===== src/rtl/btt_pkg.sv =====
// Package for the branch target table: payload structs, op and status codes.
// No dependencies.
`timescale 1ns / 1ps
`default_nettype none
package btt_pkg;

   localparam logic [1:0] OP_LOOKUP   = 2'd0;
   localparam logic [1:0] OP_CREATE   = 2'd1;
   localparam logic [1:0] OP_PATCH    = 2'd2;
   localparam logic [1:0] OP_RESERVED = 2'd3;

   localparam logic [1:0] ST_OK      = 2'd0;
   localparam logic [1:0] ST_MISS    = 2'd1;
   localparam logic [1:0] ST_NOMEM   = 2'd2;
   localparam logic [1:0] ST_INVALID = 2'd3;

   localparam int STUB_BYTES = 14;

   typedef struct packed {
      logic [1:0]  op;
      logic [63:0] guest_addr;
      logic [63:0] host_target;
      logic [5:0]  entry_index;
   } req_type;

   typedef struct packed {
      logic [1:0]  status;
      logic [5:0]  result_index;
      logic [63:0] stub_address;
      logic [63:0] entry_target;
      logic [31:0] entry_hits;
      logic        entry_patched;
      logic        evicted;
   } rsp_type;

   // per-cell contents that circulate through the ring
   typedef struct packed {
      logic [63:0] key;
      logic [63:0] target;
      logic [31:0] hits;
      logic        patched;
      logic [19:0] stub_off;
      logic        stub_ok;
   } entry_type;

endpackage
`default_nettype wire


===== src/rtl/btt_cell.sv =====
// One slot of the circulating entry ring; holds an entry and passes it on.
// Depends on btt_pkg.
`timescale 1ns / 1ps
`default_nettype none
module btt_cell (
   input  wire logic               clock,
   input  wire logic               shift,
   input  wire btt_pkg::entry_type d_in,
   output btt_pkg::entry_type      d_out
);
   import btt_pkg::*;

   entry_type data_ff;

   always_ff @(posedge clock) begin
      if (shift) begin
         data_ff <= d_in;
      end
   end

   assign d_out = data_ff;
endmodule
`default_nettype wire


===== config.mk =====
export PLATFORM = sky130hd
export DESIGN_NAME = btt_cell
export DESIGN_NICKNAME = d
export VERILOG_FILES = /design/src/rtl/btt_pkg.sv /design/src/rtl/btt_cell.sv
export SDC_FILE = /design/constraint.sdc
export NUM_CORES = 1
export LEC_CHECK = 0
export BUFFER_PORTS_ARGS = -buffer_cell sky130_fd_sc_hd__buf_2
export CORE_AREA = 2 2 144 146
export CTS_BUF_LIST = sky130_fd_sc_hd__clkbuf_8
export CTS_CLUSTER_SIZE = 10
export DETAILED_ROUTE_END_ITERATION = 8
export DIE_AREA = 0 0 146 148
export GPL_TIMING_DRIVEN = 0
export MAX_ROUTING_LAYER = met4
export SYNTH_ARGS = -nofsm -noshare
export SYNTH_HDL_FRONTEND = slang
export SYNTH_SLANG_ARGS = --single-unit

===== constraint.sdc =====
create_clock -name clock -period 0.8 [get_ports clock]
set_input_delay 0.16 -clock clock [delete_from_list [all_inputs] [get_ports clock]]
set_output_delay 0.16 -clock clock [all_outputs]
set_load 0.005 [all_outputs]

==> flow_metrics.py, run 1 <==
metrics = {
    "floorplan": {
        "core.rowCount": 52,
        "io_pins": 366,
        "die_y_um": 148,
        "initial_utilization_pct": 27.3,
        "fp.dieW_um": 146,
    },
    "synthesis": {
        "muxShareOfSynthArea_pct": 0,
        "synth_simple_gate_area_share_pct": 0,
        "synth.ff_latch_count": 182,
        "mapped_cells": 182,
        "synth_edf_count": 182,
        "post_synth.cell_area_avg_um2": 30.0,
        "synth.cell_area_um2": 5470,
        "compound_gate_portion_of_the_synthesized_area_pct": 0,
        "post-synth-top-count-cell": "sky130_fd_sc_hd__edfxtp_1",
        "synth.lib_cells_used.distinct": 1,
        "synth_area_leaders": "sky130_fd_sc_hd__edfxtp_1",
        "synth-async-reset-ratio_pct": 0,
        "yosys.area.top_type_share_pct": 100,
        "yosys.area.top_type": "sky130_fd_sc_hd__edfxtp_1",
        "synth_sequential_area_ratio_pct": 100,
        "ys.flop_type": "sky130_fd_sc_hd__edfxtp_1",
        "synth_xor_area_share_pct": 0,
        "synth-adder-area-share_pct": 0,
        "syn-num-nets": 366,
        "warning_count_from_the_yosys_run": 0,
        "synth.cells.most_frequent": "sky130_fd_sc_hd__edfxtp_1",
    },
    "clock_network": {
        "cts_buffers": 17,
        "clock_sinks": 182,
        "cts.root.buffer_cell": "sky130_fd_sc_hd__clkbuf_8",
        "max-clock-path-buffers": 2,
        "resized_gates_after_cts": 3,
        "post-cts-setup-buffers": 0,
        "cts.htree.levels": 4,
        "ctsHoldBuffers": 171,
    },
    "place": {
        "io_buffers": 365,
        "routabilityCongestion": 0.802,
    },
    "status": {
        "outcome": "did not finish",
        "failing_step": "clock tree synthesis",
        "error_that_halted_the_flow": "[ERROR RSZ-0060] Max buffer count reached.",
    },
}
==> cells by family after synthesis <==
group  Yosys count
DFF            182
==> through the flow <==
| stage | std cells | setup slack, ns | cell area, um^2 | hold slack [ns] | setup TNS, ns |
|---|---|---|---|---|---|
| after floorplan | 182 | 0.285 | 5470 | 0.259 | 0 |
| after global placement | 817 | -2.54 | 7630 | 0.337 | -459.73 |
| after detailed placement | 818 | -0.730 | 7670 | 0.338 | -92.29 |
==> inputs of run 2 (changes only) <==
CORE_AREA = not set   (was 2 2 144 146)
CORE_MARGIN = 2   (was not set)
CORE_UTILIZATION = 20   (was not set)
CTS_BUF_LIST = not set   (was sky130_fd_sc_hd__clkbuf_8)
CTS_CLUSTER_SIZE = not set   (was 10)
DIE_AREA = not set   (was 0 0 146 148)
MAX_ROUTING_LAYER = not set   (was met4)
PLACE_DENSITY_LB_ADDON = 0.15   (was not set)
==> run 2 against run 1 <==
Net effect:
- the flow now finishes, with violations (setup timing)
- synthesized cell count is the same
- area after synthesis is the same
==> flow_metrics.py, run 2 <==
metrics = {
    "clock_network": {
        "max-clock-path-buffers": 2,
        "cts_buffers": 17,
        "clock_sinks": 182,
        "cts.htree.levels": 4,
        "clk_pin_slew_ns": 0.07,
        "post-cts-setup-buffers": 0,
        "cts_tree": "done",
        "cts.root.buffer_cell": "sky130_fd_sc_hd__clkbuf_16",
    },
    "floorplan": {
        "core.rowCount": 60,
        "io_pins": 366,
        "fp.dieW_um": 169,
        "initial_utilization_pct": 20.3,
        "floorplan.die_area_um2": 28700,
        "die_y_um": 169,
        "coreArea_um2": 26900,
    },
    "sta": {
        "postLayoutSetupSlackWorst_ns": -0.367,
        "rsz0062_at_grt": "yes",
        "worst_margin_slew_ns": 0.461,
        "finalCriticalPeriod_ns": 1.17,
        "timing.final.crit_share_pct": 146,
        "worst_slew_margin_rel_pct": 69.3,
        "final_hold_viol_count": 0,
        "fmax_mhz": 857,
        "finalSetupViolations": 182,
        "final-max-slew-violation-count": 0,
    },
    "finish": {
        "layout_commonest_cell": "sky130_fd_sc_hd__buf_2",
        "nMultiInputCombCells": 0,
        "layout-area-overhead-vs-synth_pct": 86.5,
        "drive_gt1_share_pct": 52.0,
        "final.fill_count": 2559,
        "multi_input_area_um2": 0,
        "final_cell_area_um2": 10200,
        "largest_reg_flops": 182,
        "finish.net_count": 935,
        "final-seq-area_um2": 5470,
        "num_antenna_cells": 0,
        "layout.cells.most_common_list": "sky130_fd_sc_hd__buf_2, sky130_fd_sc_hd__edfxtp_1, sky130_fd_sc_hd__dlygate4sd3_1, sky130_fd_sc_hd__clkbuf_16, sky130_fd_sc_hd__inv_8",
        "final_core_utilization_pct": 37.9,
        "layoutNonFillerInstCount": 1105,
    },
    "run": {
        "max-cap-violations": 0,
    },
    "synthesis": {
        "post-synth-top-count-cell": "sky130_fd_sc_hd__edfxtp_1",
        "synth.cell_area_um2": 5470,
        "mapped_cells": 182,
        "synth_edf_count": 182,
        "syn-num-nets": 366,
        "synth.ff_latch_count": 182,
        "synth_area_leaders": "sky130_fd_sc_hd__edfxtp_1",
        "warning_count_from_the_yosys_run": 0,
        "synth_sequential_area_ratio_pct": 100,
        "synth.cells.most_frequent": "sky130_fd_sc_hd__edfxtp_1",
        "yosys.area.top_type": "sky130_fd_sc_hd__edfxtp_1",
        "yosys.area.top_type_share_pct": 100,
        "synth-async-reset-ratio_pct": 0,
        "synth.lib_cells_used.distinct": 1,
        "ys.flop_type": "sky130_fd_sc_hd__edfxtp_1",
        "post_synth.cell_area_avg_um2": 30.0,
    },
    "status": {
        "outcome": "complete, but fails checks",
        "violations": "setup timing",
    },
    "setup_path": {
        "cell_family_with_most_cp_delay": "flip-flops",
        "critical_path.max_stage_delay_ns": 0.43,
        "worst_path_max_delay_cell": "sky130_fd_sc_hd__edfxtp_1",
        "crit_required_ns": 0.64,
        "crit_path_capture_type": "primary output",
        "path_class": "flip-flop to primary output",
        "highest_net_fanout_along_the_worst_path": 1,
        "timing.critical_path.arrival_ns": 1.01,
        "cp.buffers_inverters": 1,
        "timing.critical_path.from_type": "flip-flop",
        "cp_cell_sequence": "buf_2",
    },
    "place": {
        "dp_hpwl_mm": 11.1,
        "dpl-instance-area_um2": 7760,
        "io_buffers": 365,
        "routabilityCongestion": 0.698,
        "numPlacedInstances": 889,
    },
    "drt": {
        "number_of_design_rule_violations_left_after_detail_routing": 0,
        "wire_per_inst_um": 15.2,
        "vias": 4031,
        "drt_wl_total_mm": 16.8,
        "drt_first_pass_iters": 6,
        "via_density_per_instance": 3.65,
        "detail-route-antenna-nets": 0,
        "detail_route.iter0.violations": 162,
    },
    "power_and_ir_drop": {
        "p_leak_nw": 4.29,
        "powerDensity_nw_per_um2": 2140,
        "report.power.total_mw": 21.8,
        "vdd.ir_drop.worst_v": 0.00110,
    },
    "grt": {
        "global_route.overflow_total": 0,
        "vias_in_the_first_global_route": 4529,
        "wire_length_of_the_first_global_routing_pass_mm": 24.2,
        "pin_count_of_the_biggest_net_entering_global_routing": 78,
        "antenna_found_initial": 1,
        "global_route.usage.total_pct": 11.2,
    },
    "hold_path": {
        "holdCritPathClass": "input pin to flip-flop",
    },
}
run 2: cell type report:
class	instances	share of cell area (%)
Clock buffer	19	4.25
Tap cell	341	4.19
Clock inverter	13	1.14
Sequential cell	182	53.6
Timing Repair Buffer	550	36.8
run 2: path summary, 6_finish.rpt:
kind,endpoint,cells past startpoint,start,slack (ns)
min,d_out[122]$_DFFE_PP_,1,shift,0.15
max,d_out[106],1,d_out[106]$_DFFE_PP_,-0.37
run 2: timing repair:
item / in CTS / in global routing
hold endpoints to repair: 182 / 0
pin swaps: 0 / 0
hold buffers: 182 / 0
gates cloned: 1 / 1
resized for setup: 2 / 1
endpoints found under the setup margin: 289 / 250
run 2: power by group:
group | internal, mW | switching (mW) | leakage [nW]
Sequential | 11.3 | 0.191 | 1.78
Clock | 4.11 | 3.89 | 0.264
Combinational | 1.40 | 0.890 | 2.24
Total | 16.8 | 4.97 | 4.29
run 2: per-stage QoR:
| stage | TNS, ns | setup slack [ns] | hold slack [ns] |
|---|---|---|---|
| 2_1_floorplan | 0 | 0.285 | 0.259 |
| 3_3_place_gp | -501.25 | -2.77 | 0.336 |
| 3_5_place_dp | -96.99 | -0.763 | 0.338 |
| 4_1_cts | -55.76 | -0.402 | 0.159 |
| 5_1_grt | -60.14 | -0.425 | 0.172 |
| 6_report | -50.66 | -0.367 | 0.154 |
run 2: cell families (layout without fill, tap and decap cells):
kind of cell	Yosys count	count (layout)	share of synthesized area [%]
buffers and inverters	0	582	0
DFF	182	182	100
run 2: layer usage:
metal	track usage [%]	routed length, um	vias to the layer above
met5	0	13	-
met4	4.05	374	2
met3	4.43	1360	19
met2	20.3	8750	211
met1	11.6	6320	1913
li1	-	-	1886
Note: power is estimated with default switching activity, not from simulation.
